## config.mk

```make
export PLATFORM = sky130hd
export DESIGN_NAME = cockpit_link_receive_parser
export DESIGN_NICKNAME = d
export VERILOG_FILES = /design/src/rtl/core/clrp_pkg.sv /design/src/rtl/core/clrp_front.sv /design/src/rtl/core/clrp_queue.sv /design/src/rtl/core/clrp_back.sv /design/src/rtl/core/cockpit_link_receive_parser.sv
export SDC_FILE = /design/constraint.sdc
export NUM_CORES = 1
export LEC_CHECK = 0
export BUFFER_PORTS_ARGS = -buffer_cell sky130_fd_sc_hd__buf_2
export CORE_MARGIN = 1.5
export CORE_UTILIZATION = 35
export DETAILED_ROUTE_END_ITERATION = 10
export GPL_ROUTABILITY_DRIVEN = 0
export HOLD_SLACK_MARGIN = 0.08
export PLACE_DENSITY = 0.51
export SETUP_SLACK_MARGIN = 0.5
export SKIP_CTS_REPAIR_TIMING = 1
export SYNTH_ARGS = -nofsm -noshare
export SYNTH_HDL_FRONTEND = slang
export SYNTH_HIERARCHICAL = 1
export SYNTH_SLANG_ARGS = --single-unit
```

## constraint.sdc

```tcl
create_clock -name i_clk -period 13.75 [get_ports i_clk]
set_input_delay 1.375 -clock i_clk [delete_from_list [all_inputs] [get_ports i_clk]]
set_output_delay 1.375 -clock i_clk [all_outputs]
set_load 0.02 [all_outputs]
```

## src/rtl/core/clrp_pkg.sv

```systemverilog
// Shared types, constants and lookup functions of the cockpit link receive parser.
package clrp_pkg;

    // Frame and queue sizing
    localparam int FRAME_LENGTH = 19;
    localparam int QUEUE_DEPTH  = 4;
    localparam int IDX_W        = 5;

    // Handshake phases
    localparam logic [2:0] PHASE_HUNT   = 3'd0;
    localparam logic [2:0] PHASE_REPLY1 = 3'd1;
    localparam logic [2:0] PHASE_LAST   = 3'd5;
    localparam logic [2:0] PHASE_DONE   = 3'd6;

    // Link bytes
    localparam logic [7:0] BYTE_SYNC   = 8'h11;
    localparam logic [7:0] CMD_PHASE1  = 8'h12;
    localparam logic [7:0] CMD_PHASE2  = 8'h22;
    localparam logic [7:0] CMD_PHASE3  = 8'h21;
    localparam logic [7:0] CMD_PHASE4  = 8'h23;
    localparam logic [7:0] CMD_PHASE5  = 8'h53;
    localparam logic [7:0] FRAME_HDR_A = 8'h40;
    localparam logic [7:0] FRAME_HDR_B = 8'h41;

    // Frame byte positions that carry telemetry
    localparam logic [IDX_W-1:0] POS_POWER   = 5'd5;
    localparam logic [IDX_W-1:0] POS_CADENCE = 5'd6;
    localparam logic [IDX_W-1:0] POS_SPEED   = 5'd7;
    localparam logic [IDX_W-1:0] POS_DIST_LO = 5'd8;
    localparam logic [IDX_W-1:0] POS_DIST_HI = 5'd9;
    localparam logic [IDX_W-1:0] POS_HEART   = 5'd14;
    localparam logic [IDX_W-1:0] POS_GEAR    = 5'd16;

    // Scale factors of the decoded fields
    localparam logic [10:0] POWER_SCALE = 11'd5;
    localparam logic [22:0] DIST_SCALE  = 23'd100;

    // Request passed from the front part to the decode part
    typedef struct packed {
        logic [2:0] phase;
        logic       advanced;
        logic       stalled;
        logic [7:0] address;
        logic       fvalid;
        logic [7:0] b_power;
        logic [7:0] b_cadence;
        logic [7:0] b_speed;
        logic [7:0] b_dist_lo;
        logic [7:0] b_dist_hi;
        logic [7:0] b_heart;
        logic [7:0] b_gear;
    } t_req;

    // Command byte expected at the start of each reply
    function automatic logic [7:0] cmd_of_phase(input logic [2:0] phase);
        logic [7:0] cmd;
        unique case (phase)
            3'd1:    cmd = CMD_PHASE1;
            3'd2:    cmd = CMD_PHASE2;
            3'd3:    cmd = CMD_PHASE3;
            3'd4:    cmd = CMD_PHASE4;
            3'd5:    cmd = CMD_PHASE5;
            default: cmd = 8'h00;
        endcase
        return cmd;
    endfunction

    // Reply length of each phase
    function automatic logic [2:0] len_of_phase(input logic [2:0] phase);
        logic [2:0] len;
        unique case (phase)
            3'd1:    len = 3'd2;
            3'd2:    len = 3'd3;
            3'd3:    len = 3'd3;
            3'd4:    len = 3'd4;
            3'd5:    len = 3'd3;
            default: len = 3'd0;
        endcase
        return len;
    endfunction

endpackage

```

## src/rtl/core/clrp_front.sv

```systemverilog
// Front part: tracks the handshake, hunts and collects telemetry frames, issues decode requests.
module clrp_front #(
    parameter int FRAME_LENGTH = clrp_pkg::FRAME_LENGTH
) (
    input  logic           i_clk,
    input  logic           i_rst_n,
    input  logic           i_accept,
    input  logic           i_mode,
    input  logic [7:0]     i_rx_byte,
    output clrp_pkg::t_req o_req
);

    localparam int                       IW      = clrp_pkg::IDX_W;
    localparam logic [IW:0]              LEN_END = (IW+1)'(FRAME_LENGTH);

    logic [2:0]    r_phase,    n_phase;
    logic [7:0]    r_address,  n_address;
    logic          r_await,    n_await;
    logic          r_stall,    n_stall;
    logic [2:0]    r_count,    n_count;
    logic [7:0]    r_prev,     n_prev;
    logic          r_active,   n_active;
    logic [IW-1:0] r_index,    n_index;
    logic [7:0]    r_b_power,  n_b_power;
    logic [7:0]    r_b_cad,    n_b_cad;
    logic [7:0]    r_b_speed,  n_b_speed;
    logic [7:0]    r_b_dlo,    n_b_dlo;
    logic [7:0]    r_b_dhi,    n_b_dhi;
    logic [7:0]    r_b_heart,  n_b_heart;
    logic [7:0]    r_b_gear,   n_b_gear;
    logic          advanced;
    logic          fvalid;
    logic [2:0]    count_inc;

    assign count_inc = r_count + 3'd1;

    // Classify the byte and work out the next parser state
    always_comb begin
        n_phase   = r_phase;
        n_address = r_address;
        n_await   = r_await;
        n_stall   = r_stall;
        n_count   = r_count;
        n_prev    = r_prev;
        n_active  = r_active;
        n_index   = r_index;
        n_b_power = r_b_power;
        n_b_cad   = r_b_cad;
        n_b_speed = r_b_speed;
        n_b_dlo   = r_b_dlo;
        n_b_dhi   = r_b_dhi;
        n_b_heart = r_b_heart;
        n_b_gear  = r_b_gear;
        advanced  = 1'b0;
        fvalid    = 1'b0;
        if (i_mode) begin
            // restart the handshake on connect
            n_phase   = clrp_pkg::PHASE_HUNT;
            n_address = 8'h00;
            n_await   = 1'b0;
            n_stall   = 1'b0;
            n_count   = 3'd0;
            n_prev    = 8'h00;
            n_active  = 1'b0;
            n_index   = '0;
        end else if (r_phase == clrp_pkg::PHASE_HUNT) begin
            if (r_await) begin
                n_address = i_rx_byte;
                n_await   = 1'b0;
                n_phase   = clrp_pkg::PHASE_REPLY1;
                n_count   = 3'd0;
                advanced  = 1'b1;
            end else if (i_rx_byte == clrp_pkg::BYTE_SYNC) begin
                n_await = 1'b1;
            end
        end else if (r_phase <= clrp_pkg::PHASE_LAST) begin
            if (!r_stall) begin
                if ((r_count == 3'd0 && i_rx_byte != clrp_pkg::cmd_of_phase(r_phase)) ||
                    (r_count == 3'd1 && i_rx_byte != r_address)) begin
                    n_stall = 1'b1;
                end else if (count_inc >= clrp_pkg::len_of_phase(r_phase)) begin
                    n_count  = 3'd0;
                    n_phase  = r_phase + 3'd1;
                    n_prev   = 8'h00;
                    advanced = 1'b1;
                end else begin
                    n_count = count_inc;
                end
            end
        end else if (r_phase == clrp_pkg::PHASE_DONE) begin
            if (r_active) begin
                // capture the telemetry bytes by position
                if (r_index == clrp_pkg::POS_POWER)   n_b_power = i_rx_byte;
                if (r_index == clrp_pkg::POS_CADENCE) n_b_cad   = i_rx_byte;
                if (r_index == clrp_pkg::POS_SPEED)   n_b_speed = i_rx_byte;
                if (r_index == clrp_pkg::POS_DIST_LO) n_b_dlo   = i_rx_byte;
                if (r_index == clrp_pkg::POS_DIST_HI) n_b_dhi   = i_rx_byte;
                if (r_index == clrp_pkg::POS_HEART)   n_b_heart = i_rx_byte;
                if (r_index == clrp_pkg::POS_GEAR)    n_b_gear  = i_rx_byte;
                if ({1'b0, r_index} + (IW+1)'(1) >= LEN_END) begin
                    n_active = 1'b0;
                    n_index  = '0;
                    n_prev   = 8'h00;
                    fvalid   = 1'b1;
                end else begin
                    n_index = r_index + IW'(1);
                end
            end else if ((r_prev == clrp_pkg::FRAME_HDR_A || r_prev == clrp_pkg::FRAME_HDR_B) &&
                         i_rx_byte == r_address) begin
                n_active = 1'b1;
                n_index  = IW'(2);
                n_prev   = i_rx_byte;
            end else begin
                n_prev = i_rx_byte;
            end
        end
    end

    // Form the request for the decode part
    always_comb begin
        o_req.phase     = n_phase;
        o_req.advanced  = advanced;
        o_req.stalled   = n_stall;
        o_req.address   = n_address;
        o_req.fvalid    = fvalid;
        o_req.b_power   = n_b_power;
        o_req.b_cadence = n_b_cad;
        o_req.b_speed   = n_b_speed;
        o_req.b_dist_lo = n_b_dlo;
        o_req.b_dist_hi = n_b_dhi;
        o_req.b_heart   = n_b_heart;
        o_req.b_gear    = n_b_gear;
    end

    // Advance the control state on each accepted byte
    always_ff @(posedge i_clk) begin
        if (!i_rst_n) begin
            r_phase   <= clrp_pkg::PHASE_HUNT;
            r_address <= 8'h00;
            r_await   <= 1'b0;
            r_stall   <= 1'b0;
            r_count   <= 3'd0;
            r_prev    <= 8'h00;
            r_active  <= 1'b0;
            r_index   <= '0;
        end else if (i_accept) begin
            r_phase   <= n_phase;
            r_address <= n_address;
            r_await   <= n_await;
            r_stall   <= n_stall;
            r_count   <= n_count;
            r_prev    <= n_prev;
            r_active  <= n_active;
            r_index   <= n_index;
        end
    end

    // Hold the captured frame bytes
    always_ff @(posedge i_clk) begin
        if (i_accept) begin
            r_b_power <= n_b_power;
            r_b_cad   <= n_b_cad;
            r_b_speed <= n_b_speed;
            r_b_dlo   <= n_b_dlo;
            r_b_dhi   <= n_b_dhi;
            r_b_heart <= n_b_heart;
            r_b_gear  <= n_b_gear;
        end
    end

endmodule

```

## src/rtl/core/clrp_queue.sv

```systemverilog
// Small register queue between the front part and the decode part.
module clrp_queue #(
    parameter int WIDTH = 8,
    parameter int DEPTH = clrp_pkg::QUEUE_DEPTH
) (
    input  logic             i_clk,
    input  logic             i_rst_n,
    input  logic             i_wr,
    input  logic [WIDTH-1:0] i_wdata,
    output logic             o_full,
    input  logic             i_rd,
    output logic             o_empty,
    output logic [WIDTH-1:0] o_rdata
);

    localparam int PW = $clog2(DEPTH);
    localparam int CW = $clog2(DEPTH + 1);

    logic [WIDTH-1:0] r_mem [DEPTH];
    logic [PW-1:0]    r_wptr;
    logic [PW-1:0]    r_rptr;
    logic [CW-1:0]    r_count;
    logic             wr_en;
    logic             rd_en;

    assign o_full  = (r_count == CW'(DEPTH));
    assign o_empty = (r_count == '0);
    assign o_rdata = r_mem[r_rptr];
    assign wr_en   = i_wr && !o_full;
    assign rd_en   = i_rd && !o_empty;

    // Store the request at the write pointer
    always_ff @(posedge i_clk) begin
        if (wr_en) begin
            r_mem[r_wptr] <= i_wdata;
        end
    end

    // Advance pointers and count
    always_ff @(posedge i_clk) begin
        if (!i_rst_n) begin
            r_wptr  <= '0;
            r_rptr  <= '0;
            r_count <= '0;
        end else begin
            if (wr_en) begin
                r_wptr <= (r_wptr == PW'(DEPTH - 1)) ? '0 : r_wptr + PW'(1);
            end
            if (rd_en) begin
                r_rptr <= (r_rptr == PW'(DEPTH - 1)) ? '0 : r_rptr + PW'(1);
            end
            if (wr_en && !rd_en) begin
                r_count <= r_count + CW'(1);
            end else if (rd_en && !wr_en) begin
                r_count <= r_count - CW'(1);
            end
        end
    end

endmodule

```

## src/rtl/core/clrp_back.sv

```systemverilog
// Decode part: scales the power and distance fields and holds the result until it is taken.
module clrp_back (
    input  logic           i_clk,
    input  logic           i_rst_n,
    input  logic           i_head_valid,
    input  clrp_pkg::t_req i_head,
    output logic           o_head_pop,
    output logic           o_empty,
    input  logic           i_pop,
    output logic [2:0]     o_handshake_phase,
    output logic           o_phase_advanced,
    output logic           o_handshake_stalled,
    output logic [7:0]     o_cockpit_address,
    output logic           o_frame_valid,
    output logic [10:0]    o_power_watts,
    output logic [7:0]     o_cadence_rpm,
    output logic [7:0]     o_speed_raw,
    output logic [22:0]    o_distance_m,
    output logic [7:0]     o_heart_rate,
    output logic [7:0]     o_gear_raw
);

    logic        r_valid;
    logic [10:0] n_power;
    logic [22:0] n_dist;
    logic        load;

    assign load       = i_head_valid && (!r_valid || i_pop);
    assign o_head_pop = load;
    assign o_empty    = !r_valid;

    // Scale power and distance
    always_comb begin
        n_power = 11'd0;
        n_dist  = 23'd0;
        if (i_head.fvalid) begin
            if (i_head.b_cadence != 8'h00) begin
                n_power = {3'b000, i_head.b_power} * clrp_pkg::POWER_SCALE;
            end
            n_dist = {7'b0, i_head.b_dist_hi, i_head.b_dist_lo} * clrp_pkg::DIST_SCALE;
        end
    end

    // Track whether a result waits
    always_ff @(posedge i_clk) begin
        if (!i_rst_n) begin
            r_valid <= 1'b0;
        end else if (load) begin
            r_valid <= 1'b1;
        end else if (i_pop) begin
            r_valid <= 1'b0;
        end
    end

    // Load the result register
    always_ff @(posedge i_clk) begin
        if (load) begin
            o_handshake_phase   <= i_head.phase;
            o_phase_advanced    <= i_head.advanced;
            o_handshake_stalled <= i_head.stalled;
            o_cockpit_address   <= i_head.address;
            o_frame_valid       <= i_head.fvalid;
            o_power_watts       <= n_power;
            o_cadence_rpm       <= i_head.fvalid ? i_head.b_cadence : 8'h00;
            o_speed_raw         <= i_head.fvalid ? i_head.b_speed : 8'h00;
            o_distance_m        <= n_dist;
            o_heart_rate        <= i_head.fvalid ? i_head.b_heart : 8'h00;
            o_gear_raw          <= i_head.fvalid ? i_head.b_gear : 8'h00;
        end
    end

endmodule

```

## src/rtl/core/cockpit_link_receive_parser.sv

```systemverilog
// Top level of the cockpit link receive parser: front part, request queue, decode part.
// Throughput: one byte per cycle while full is low; every accepted byte yields exactly one result.
// Path: an accepted byte is written to the request queue, then loaded into the result
//   register once that is empty or being popped (queue write, then result load).
// full rises only when the request queue holds QUEUE_DEPTH waiting requests.
// Reset: synchronous, active low; clears parser, queue control and result valid, no clearing pass.
module cockpit_link_receive_parser #(
    parameter int FRAME_LENGTH = clrp_pkg::FRAME_LENGTH,
    parameter int QUEUE_DEPTH  = clrp_pkg::QUEUE_DEPTH
) (
    input  logic        i_clk,
    input  logic        i_rst_n,
    input  logic        push,
    output logic        full,
    input  logic        i_mode,
    input  logic [7:0]  i_rx_byte,
    output logic        empty,
    input  logic        pop,
    output logic [2:0]  o_handshake_phase,
    output logic        o_phase_advanced,
    output logic        o_handshake_stalled,
    output logic [7:0]  o_cockpit_address,
    output logic        o_frame_valid,
    output logic [10:0] o_power_watts,
    output logic [7:0]  o_cadence_rpm,
    output logic [7:0]  o_speed_raw,
    output logic [22:0] o_distance_m,
    output logic [7:0]  o_heart_rate,
    output logic [7:0]  o_gear_raw
);

    localparam int REQ_W = $bits(clrp_pkg::t_req);

    clrp_pkg::t_req front_req;
    clrp_pkg::t_req head_req;
    logic [REQ_W-1:0] head_bits;
    logic             accept;
    logic             q_empty;
    logic             head_pop;

    assign accept   = push && !full;
    assign head_req = clrp_pkg::t_req'(head_bits);

    clrp_front #(
        .FRAME_LENGTH(FRAME_LENGTH)
    ) u_front (
        .i_clk     (i_clk),
        .i_rst_n   (i_rst_n),
        .i_accept  (accept),
        .i_mode    (i_mode),
        .i_rx_byte (i_rx_byte),
        .o_req     (front_req)
    );

    clrp_queue #(
        .WIDTH(REQ_W),
        .DEPTH(QUEUE_DEPTH)
    ) u_queue (
        .i_clk   (i_clk),
        .i_rst_n (i_rst_n),
        .i_wr    (accept),
        .i_wdata (front_req),
        .o_full  (full),
        .i_rd    (head_pop),
        .o_empty (q_empty),
        .o_rdata (head_bits)
    );

    clrp_back u_back (
        .i_clk               (i_clk),
        .i_rst_n             (i_rst_n),
        .i_head_valid        (!q_empty),
        .i_head              (head_req),
        .o_head_pop          (head_pop),
        .o_empty             (empty),
        .i_pop               (pop),
        .o_handshake_phase   (o_handshake_phase),
        .o_phase_advanced    (o_phase_advanced),
        .o_handshake_stalled (o_handshake_stalled),
        .o_cockpit_address   (o_cockpit_address),
        .o_frame_valid       (o_frame_valid),
        .o_power_watts       (o_power_watts),
        .o_cadence_rpm       (o_cadence_rpm),
        .o_speed_raw         (o_speed_raw),
        .o_distance_m        (o_distance_m),
        .o_heart_rate        (o_heart_rate),
        .o_gear_raw          (o_gear_raw)
    );

    // A completed frame only appears once the handshake is done
    a_frame_done: assert property (@(posedge i_clk) disable iff (!i_rst_n)
        (!empty && o_frame_valid) |-> (o_handshake_phase == clrp_pkg::PHASE_DONE))
        else $error("frame result outside the completed handshake");

    // Power is reported only with nonzero cadence
    a_power_cadence: assert property (@(posedge i_clk) disable iff (!i_rst_n)
        (!empty && o_power_watts != 11'd0) |-> (o_cadence_rpm != 8'h00))
        else $error("power reported with zero cadence");

    // A byte never both finishes a reply and a frame
    a_single_event: assert property (@(posedge i_clk) disable iff (!i_rst_n)
        !empty |-> !(o_phase_advanced && o_frame_valid))
        else $error("reply and frame completed by one byte");

    // A request queued into an idle path reaches the result register next cycle
    a_forward: assert property (@(posedge i_clk) disable iff (!i_rst_n)
        (!q_empty && empty) |=> !empty)
        else $error("queued request not forwarded");

endmodule

```

==> results of run 1 <==
## path summary, 6_finish.rpt
check,to,start,cells after the start
max,u_back/o_distance_m[22],register,13
max reg2reg,u_back/o_distance_m[22],register,13
min,u_queue/r_wptr[1],u_queue/r_wptr[1],2
min reg2reg,u_queue/r_wptr[1],u_queue/r_wptr[1],2
## cells by family after synthesis
| group | count (synthesis) | synth area share |
|---|---|---|
| flip-flops | 453 | 0.654 |
| AND/OR/NAND/NOR | 264 | 0.0703 |
| multiplexers | 147 | 0.120 |
| AO/OA/AOI/OAI | 135 | 0.0459 |
| buffers and inverters | 130 | 0.0334 |
| adder cells (fa/ha/maj) | 100 | 0.0667 |
| XOR/XNOR | 24 | 0.0104 |
| other | 1 | 0.000185 |
## cell type report
| type | instances | area (um^2) | area share |
|---|---|---|---|
| multi-input combinational | 672 | 6350 | 0.277 |
| sequential | 453 | 13200 | 0.576 |
| timing repair buffer | 103 | 543 | 0.0237 |
| clock inverter | 36 | 352 | 0.0153 |
| clock buffer | 57 | 1280 | 0.0557 |
| tap | 756 | 946 | 0.0412 |
| inverter | 70 | 265 | 0.0116 |
## routing by layer
layer | part of all wire | up-vias
met1 | 0.45 | 5331
met3 | 0.037 | 61
met2 | 0.49 | 168
li1 | - | 4960
met5 | 0.00017 | -
met4 | 0.020 | 2
## through the flow
stage	cell area [um^2]	cells	util
final	22900	2147	0.405
after global routing	22900	2147	0.405
after CTS	22900	2147	0.405
after detailed placement	21300	2054	0.376
after global placement	21300	2054	0.376
after floorplan	20200	1255	-
## power breakdown
group	switching, mW	internal [mW]	total, mW
combinational	1.55	1.07	2.62
clock	0.548	0.768	1.32
sequential	0.0879	1.93	2.01
## worst max-delay path: stages, from the launching register on
cell and delay, ps:
sky130_fd_sc_hd__dfxtp_4 780, sky130_fd_sc_hd__buf_4 800, sky130_fd_sc_hd__mux4_2 640, sky130_fd_sc_hd__ha_1 310, sky130_fd_sc_hd__ha_1 280, sky130_fd_sc_hd__inv_1 50, sky130_fd_sc_hd__fa_1 500, sky130_fd_sc_hd__inv_1 40
sky130_fd_sc_hd__ha_1 420, sky130_fd_sc_hd__a21oi_4 230, sky130_fd_sc_hd__o211ai_1 140, sky130_fd_sc_hd__a31o_1 240, sky130_fd_sc_hd__a221oi_2 290, sky130_fd_sc_hd__mux2i_1 100
## synth_stat cells (9+ instances only)
cell,n
sky130_fd_sc_hd__a211oi_1,9
sky130_fd_sc_hd__a21oi_1,45
sky130_fd_sc_hd__and2_1,54
sky130_fd_sc_hd__and3_1,16
sky130_fd_sc_hd__buf_2,13
sky130_fd_sc_hd__clkbuf_1,28
sky130_fd_sc_hd__dfxtp_1,39
sky130_fd_sc_hd__edfxtp_1,414
sky130_fd_sc_hd__fa_1,13
sky130_fd_sc_hd__ha_1,87
sky130_fd_sc_hd__inv_1,68
sky130_fd_sc_hd__mux2_2,57
sky130_fd_sc_hd__mux2i_1,20
sky130_fd_sc_hd__mux4_2,70
sky130_fd_sc_hd__nand2_1,71
sky130_fd_sc_hd__nand2b_1,15
sky130_fd_sc_hd__nand3_1,10
sky130_fd_sc_hd__nor2_1,39
sky130_fd_sc_hd__nor2b_1,12
sky130_fd_sc_hd__nor3_1,13
sky130_fd_sc_hd__o21ai_0,21
sky130_fd_sc_hd__xnor2_1,9
sky130_fd_sc_hd__xor2_1,15
==> results.sh, run 1 <==
export IMPL_nets=1463
export IMPL_seq_area_frac_synth=0.654
export IMPL_timing_critical_path_to_type="register"
export IMPL_insertion_delay_ps=590
export IMPL_cp_data_arrival_time_ps=5430
export IMPL_drt_iter0_markers=541
export IMPL_yosys_most_used_dff="sky130_fd_sc_hd__edfxtp_1"
export IMPL_cts_htree_levels=2
export IMPL_met1_usage=0.186
export IMPL_antenna_cells_inserted=0
export IMPL_std_cell_rows=87
export IMPL_critical_path_peak_fanout=41
export IMPL_tot_gr_track_use=0.141
export IMPL_largestRegisters="u_queue/r_mem: 280 flops, u_back/o_distance_m: 21 flops, u_back/o_power_watts: 11 flops"
export IMPL_die_w_um=243
export IMPL_post_route_min_period_ps=5110
export IMPL_timing_clock_skew_ps=17.5
export IMPL_synthToLayoutAreaGrowth_pct=13.5
export IMPL_finalSetupViolations=0
export IMPL_wire_length_after_detailed_routing_mm=41.4
export IMPL_ios=95
export IMPL_cts_root_buf="sky130_fd_sc_hd__clkbuf_16"
export IMPL_cts_sink_count=453
export IMPL_post_synth_instance_area_mm2=0.0202
export IMPL_pwr_density_cell_mw_per_mm2=259
export IMPL_yosys_cell_types_count=77
export IMPL_timing_worst_slew_pin_value_ps=1020
export IMPL_postSynthCellCount=1254
export IMPL_largest_register="u_queue/r_mem"
export IMPL_core_region_area_mm2=0.0567
export IMPL_die_h_um=243
export IMPL_synth_area_leader_cell="sky130_fd_sc_hd__edfxtp_1"
export IMPL_wl_per_cell_um=19.3
export IMPL_timing_max_cap_violations=0
export IMPL_antenna_violating_nets_post_route=0
export IMPL_remaining_routing_drc_violations=0
export IMPL_final_period_utilization=0.371
export IMPL_worstSetupPathType="reg2reg"
export IMPL_placement_io_buffers=92
export IMPL_final_common_cell="sky130_fd_sc_hd__edfxtp_1"
export IMPL_static_power_due_to_leakage_nw=8.18
export IMPL_synth_edf_count=414
export IMPL_fmaxAchievable_mhz=196
export IMPL_grt_antenna_before_repair=2
export IMPL_vias_per_cell=4.90
export IMPL_half_perimeter_wire_length_after_placement_mm=24.9
export IMPL_mostFrequentLayoutCells="sky130_fd_sc_hd__edfxtp_1, sky130_fd_sc_hd__buf_2, sky130_fd_sc_hd__ha_1"
export IMPL_clock_tree_buffer_depth=3
export IMPL_global_route_usage_met2=0.239
export IMPL_synthesis_yosys_warnings=6
export IMPL_timing_max_transition_violations_final=0
export IMPL_first_pass_grt_wire_length_mm=64.8
export IMPL_slew_headroom=0.318
export IMPL_unrepaired_setup_endpoints_after_global_routing="no"
export IMPL_timing_hold_worst_class="reg2reg"
export IMPL_maximum_number_of_pins_on_one_net_before_global_route_repair=67
export IMPL_timing_hold_ws_ps=503
export IMPL_dr_pass1_iters=4
export IMPL_proportion_of_netlist_area_held_by_the_largest_area_contributor=0.615
export IMPL_post_route_worst_setup_slack_ps=8640
export IMPL_design_die_area_mm2=0.0592
export IMPL_starting_utilization_of_the_core_area=0.356
export IMPL_regToRegSetupSlack_ps=8640
export IMPL_cts_tree="yes"
export IMPL_report_final_hold_viol_count=0
export IMPL_largest_register_ffs=280
export IMPL_layout_drive_gt1_share=0.240
export IMPL_fin_tns_setup_ps=0
export IMPL_cts_buffers=50
export IMPL_kind_of_start_point_of_the_critical_path="register"
export IMPL_detailedPlace_worstSlack_ps=8550
export IMPL_ffs_w_async_s_r_synth=0
export IMPL_grt_overflow=0
export IMPL_total_power_mw=5.95
export IMPL_worst_endpoint_required_ps=14080
export IMPL_max_vdd_ir_drop_mv=0.192
export IMPL_outcome="completed"
export IMPL_grt_pass1_vias=11000
export IMPL_grt_most_used_layer="met2"
export IMPL_layout_filler_cells=5174
export IMPL_via_count=10500
export IMPL_ys_ff_latch=453
export IMPL_groute_layer_met3_usage=0.0264
export IMPL_synthesis_area_per_instance_um2=16.1
export IMPL_synth_area_leaders="sky130_fd_sc_hd__edfxtp_1, sky130_fd_sc_hd__mux4_2, sky130_fd_sc_hd__ha_1"
export IMPL_cts_reportedPaths_clkPinSlew_ps=60
Note: power is estimated with default switching activity, not from simulation.
==> run 2: changes to the inputs <==
PLACE_DENSITY = 0.53   (was 0.51)
clock period = 4.55 ns   (was 13.75 ns; I/O delays follow)
==> run 2 against run 1 <==
  * Count of clock-buffer cells in the layout grew 16
  * Die area unchanged
  * Largest cell class unchanged
  * Fmax is 32% higher
  * Largest power group unchanged
  * Critical endpoint is now u_back/o_distance_m[15]
  * Sequential share of layout area shrank 0.60 points
==> results.sh, run 2 (same netlist as run 1, synthesis figures left out) <==
export IMPL_outcome="completed"
export IMPL_cpLargestDelayFamily="adder cells"
export IMPL_tot_gr_track_use=0.142
export IMPL_std_cell_rows=87
export IMPL_fmaxAchievable_mhz=259
export IMPL_ios=95
export IMPL_layout_drive_gt1_share=0.255
export IMPL_cts_htree_levels=2
export IMPL_fin_tns_setup_ps=0
export IMPL_clock_tree_buffer_depth=3
export IMPL_drt_iter0_markers=633
export IMPL_synthToLayoutAreaGrowth_pct=14.7
export IMPL_via_count=10700
export IMPL_pwr_density_cell_mw_per_mm2=789
export IMPL_detailed_place_area_mm2=0.0214
export IMPL_cp_num_buf_inv=3
export IMPL_cts_buffers=50
export IMPL_final_common_cell="sky130_fd_sc_hd__edfxtp_1"
export IMPL_die_h_um=243
export IMPL_dr_pass1_iters=5
export IMPL_remaining_routing_drc_violations=0
export IMPL_timing_hold_worst_class="in2reg"
export IMPL_holdPathStages=3
export IMPL_starting_utilization_of_the_core_area=0.356
export IMPL_grt_overflow=0
export IMPL_insertion_delay_ps=590
export IMPL_vias_per_cell=4.93
export IMPL_design_die_area_mm2=0.0592
export IMPL_critical_path_cell_chain="buf_4 -> mux4_2 -> ha_1 -> ha_1 -> inv_1 -> fa_1 -> inv_1 -> ha_1 -> nand2_1 -> a21o_1 -> a211o_1 -> and3_1 -> o21a_1"
export IMPL_total_power_mw=18.3
export IMPL_kind_of_start_point_of_the_critical_path="register"
export IMPL_final_period_utilization=0.848
export IMPL_place_detailed_instances=2060
export IMPL_critPathMaxStageDelay_ps=550
export IMPL_timing_max_transition_violations_final=0
export IMPL_static_power_due_to_leakage_nw=8.30
export IMPL_detailedPlace_worstSlack_ps=541
export IMPL_die_w_um=243
export IMPL_antenna_violating_nets_post_route=0
export IMPL_post_route_min_period_ps=3860
export IMPL_fin_cells=2164
export IMPL_cpMaxStageDelayCell="sky130_fd_sc_hd__mux4_2"
export IMPL_largest_register_ffs=280
export IMPL_layout_cell_area_non_filler_mm2=0.0232
export IMPL_mostFrequentLayoutCells="sky130_fd_sc_hd__edfxtp_1, sky130_fd_sc_hd__buf_2, sky130_fd_sc_hd__ha_1"
export IMPL_max_vdd_ir_drop_mv=0.555
export IMPL_layout_core_utilization=0.409
export IMPL_worst_endpoint_required_ps=4880
export IMPL_cts_root_buf="sky130_fd_sc_hd__clkbuf_16"
export IMPL_unrepaired_setup_endpoints_after_global_routing="no"
export IMPL_worstSetupPathType="reg2reg"
export IMPL_timing_critical_path_to_type="register"
export IMPL_critPathMostFrequentCell="sky130_fd_sc_hd__ha_1"
export IMPL_report_final_hold_viol_count=0
export IMPL_nets=1478
export IMPL_largestRegisters="u_queue/r_mem: 280 flops, u_back/o_distance_m: 21 flops, u_back/o_power_watts: 11 flops"
export IMPL_wire_length_after_detailed_routing_mm=41.9
export IMPL_first_pass_grt_wire_length_mm=65.3
export IMPL_grt_antenna_before_repair=1
export IMPL_cts_tree="yes"
export IMPL_worst_r2r_cell_count=13
export IMPL_critical_path_peak_fanout=7
export IMPL_finalSetupViolations=0
export IMPL_maximum_number_of_pins_on_one_net_before_global_route_repair=71
export IMPL_largest_register="u_queue/r_mem"
export IMPL_half_perimeter_wire_length_after_placement_mm=24.9
export IMPL_slew_headroom=0.425
export IMPL_timing_hold_ws_ps=216
export IMPL_wl_per_cell_um=19.4
export IMPL_timing_clock_skew_ps=19.3
export IMPL_placement_io_buffers=92
export IMPL_timing_worst_slew_pin_value_ps=862
export IMPL_cts_sink_count=453
export IMPL_crit_cells=13
export IMPL_cp_data_arrival_time_ps=4190
export IMPL_timing_max_cap_violations=0
export IMPL_post_route_worst_setup_slack_ps=690
export IMPL_cts_reportedPaths_clkPinSlew_ps=60
export IMPL_core_region_area_mm2=0.0567
export IMPL_grt_pass1_vias=11100
-- run 2: changes by cell type in the layout (fill, tap and decap cells not counted), sizes merged --
cell	change
inv	-1
buf	+15
clkinv	-15
clkinvlp	+1
diode	+1
clkbuf	+16
-- run 2: final timing paths --
path / end / slack, ps / start
setup / recovery: u_back/o_distance_m[15] / 690 / register
hold / removal: u_back/r_valid / 220 / pop
setup reg to reg: u_back/o_distance_m[15] / 690 / register
hold reg to reg: u_queue/r_wptr[1] / 500 / u_queue/r_wptr[1]
-- run 2: final cells by class --
cell class / instances / area, um^2
clock buffer: 73 / 1440
clock inverter: 21 / 263
fill: 5145 / 33500
inverter: 70 / 265
antenna: 1 / 2.50
timing repair buffer: 118 / 701
sequential: 453 / 13200
tap: 756 / 946
multi-input combinational: 672 / 6360
-- run 2: tightest hold or removal path, delay by kind of cell --
kind	cells	cell delay [ps]
AND/OR/NAND/NOR	1	60
buffers and inverters	1	80
AO/OA/AOI/OAI	1	160
-- run 2: power breakdown --
group / switching [mW] / internal [mW] / total [mW] / leakage, nW
Sequential: 0.211 / 5.82 / 6.03 / 4.21
Clock: 1.64 / 2.48 / 4.13 / 0.830
Combinational: 4.77 / 3.38 / 8.15 / 3.26
-- run 2: per-layer routing --
metal  wire [um]  vias to the layer above  GRT usage
li1            -                     4991          -
met1       18700                     5419      0.187
met2       20600                      197      0.240
met3        1730                       65     0.0243
met4         874                        2     0.0453
met5          13                        -          0
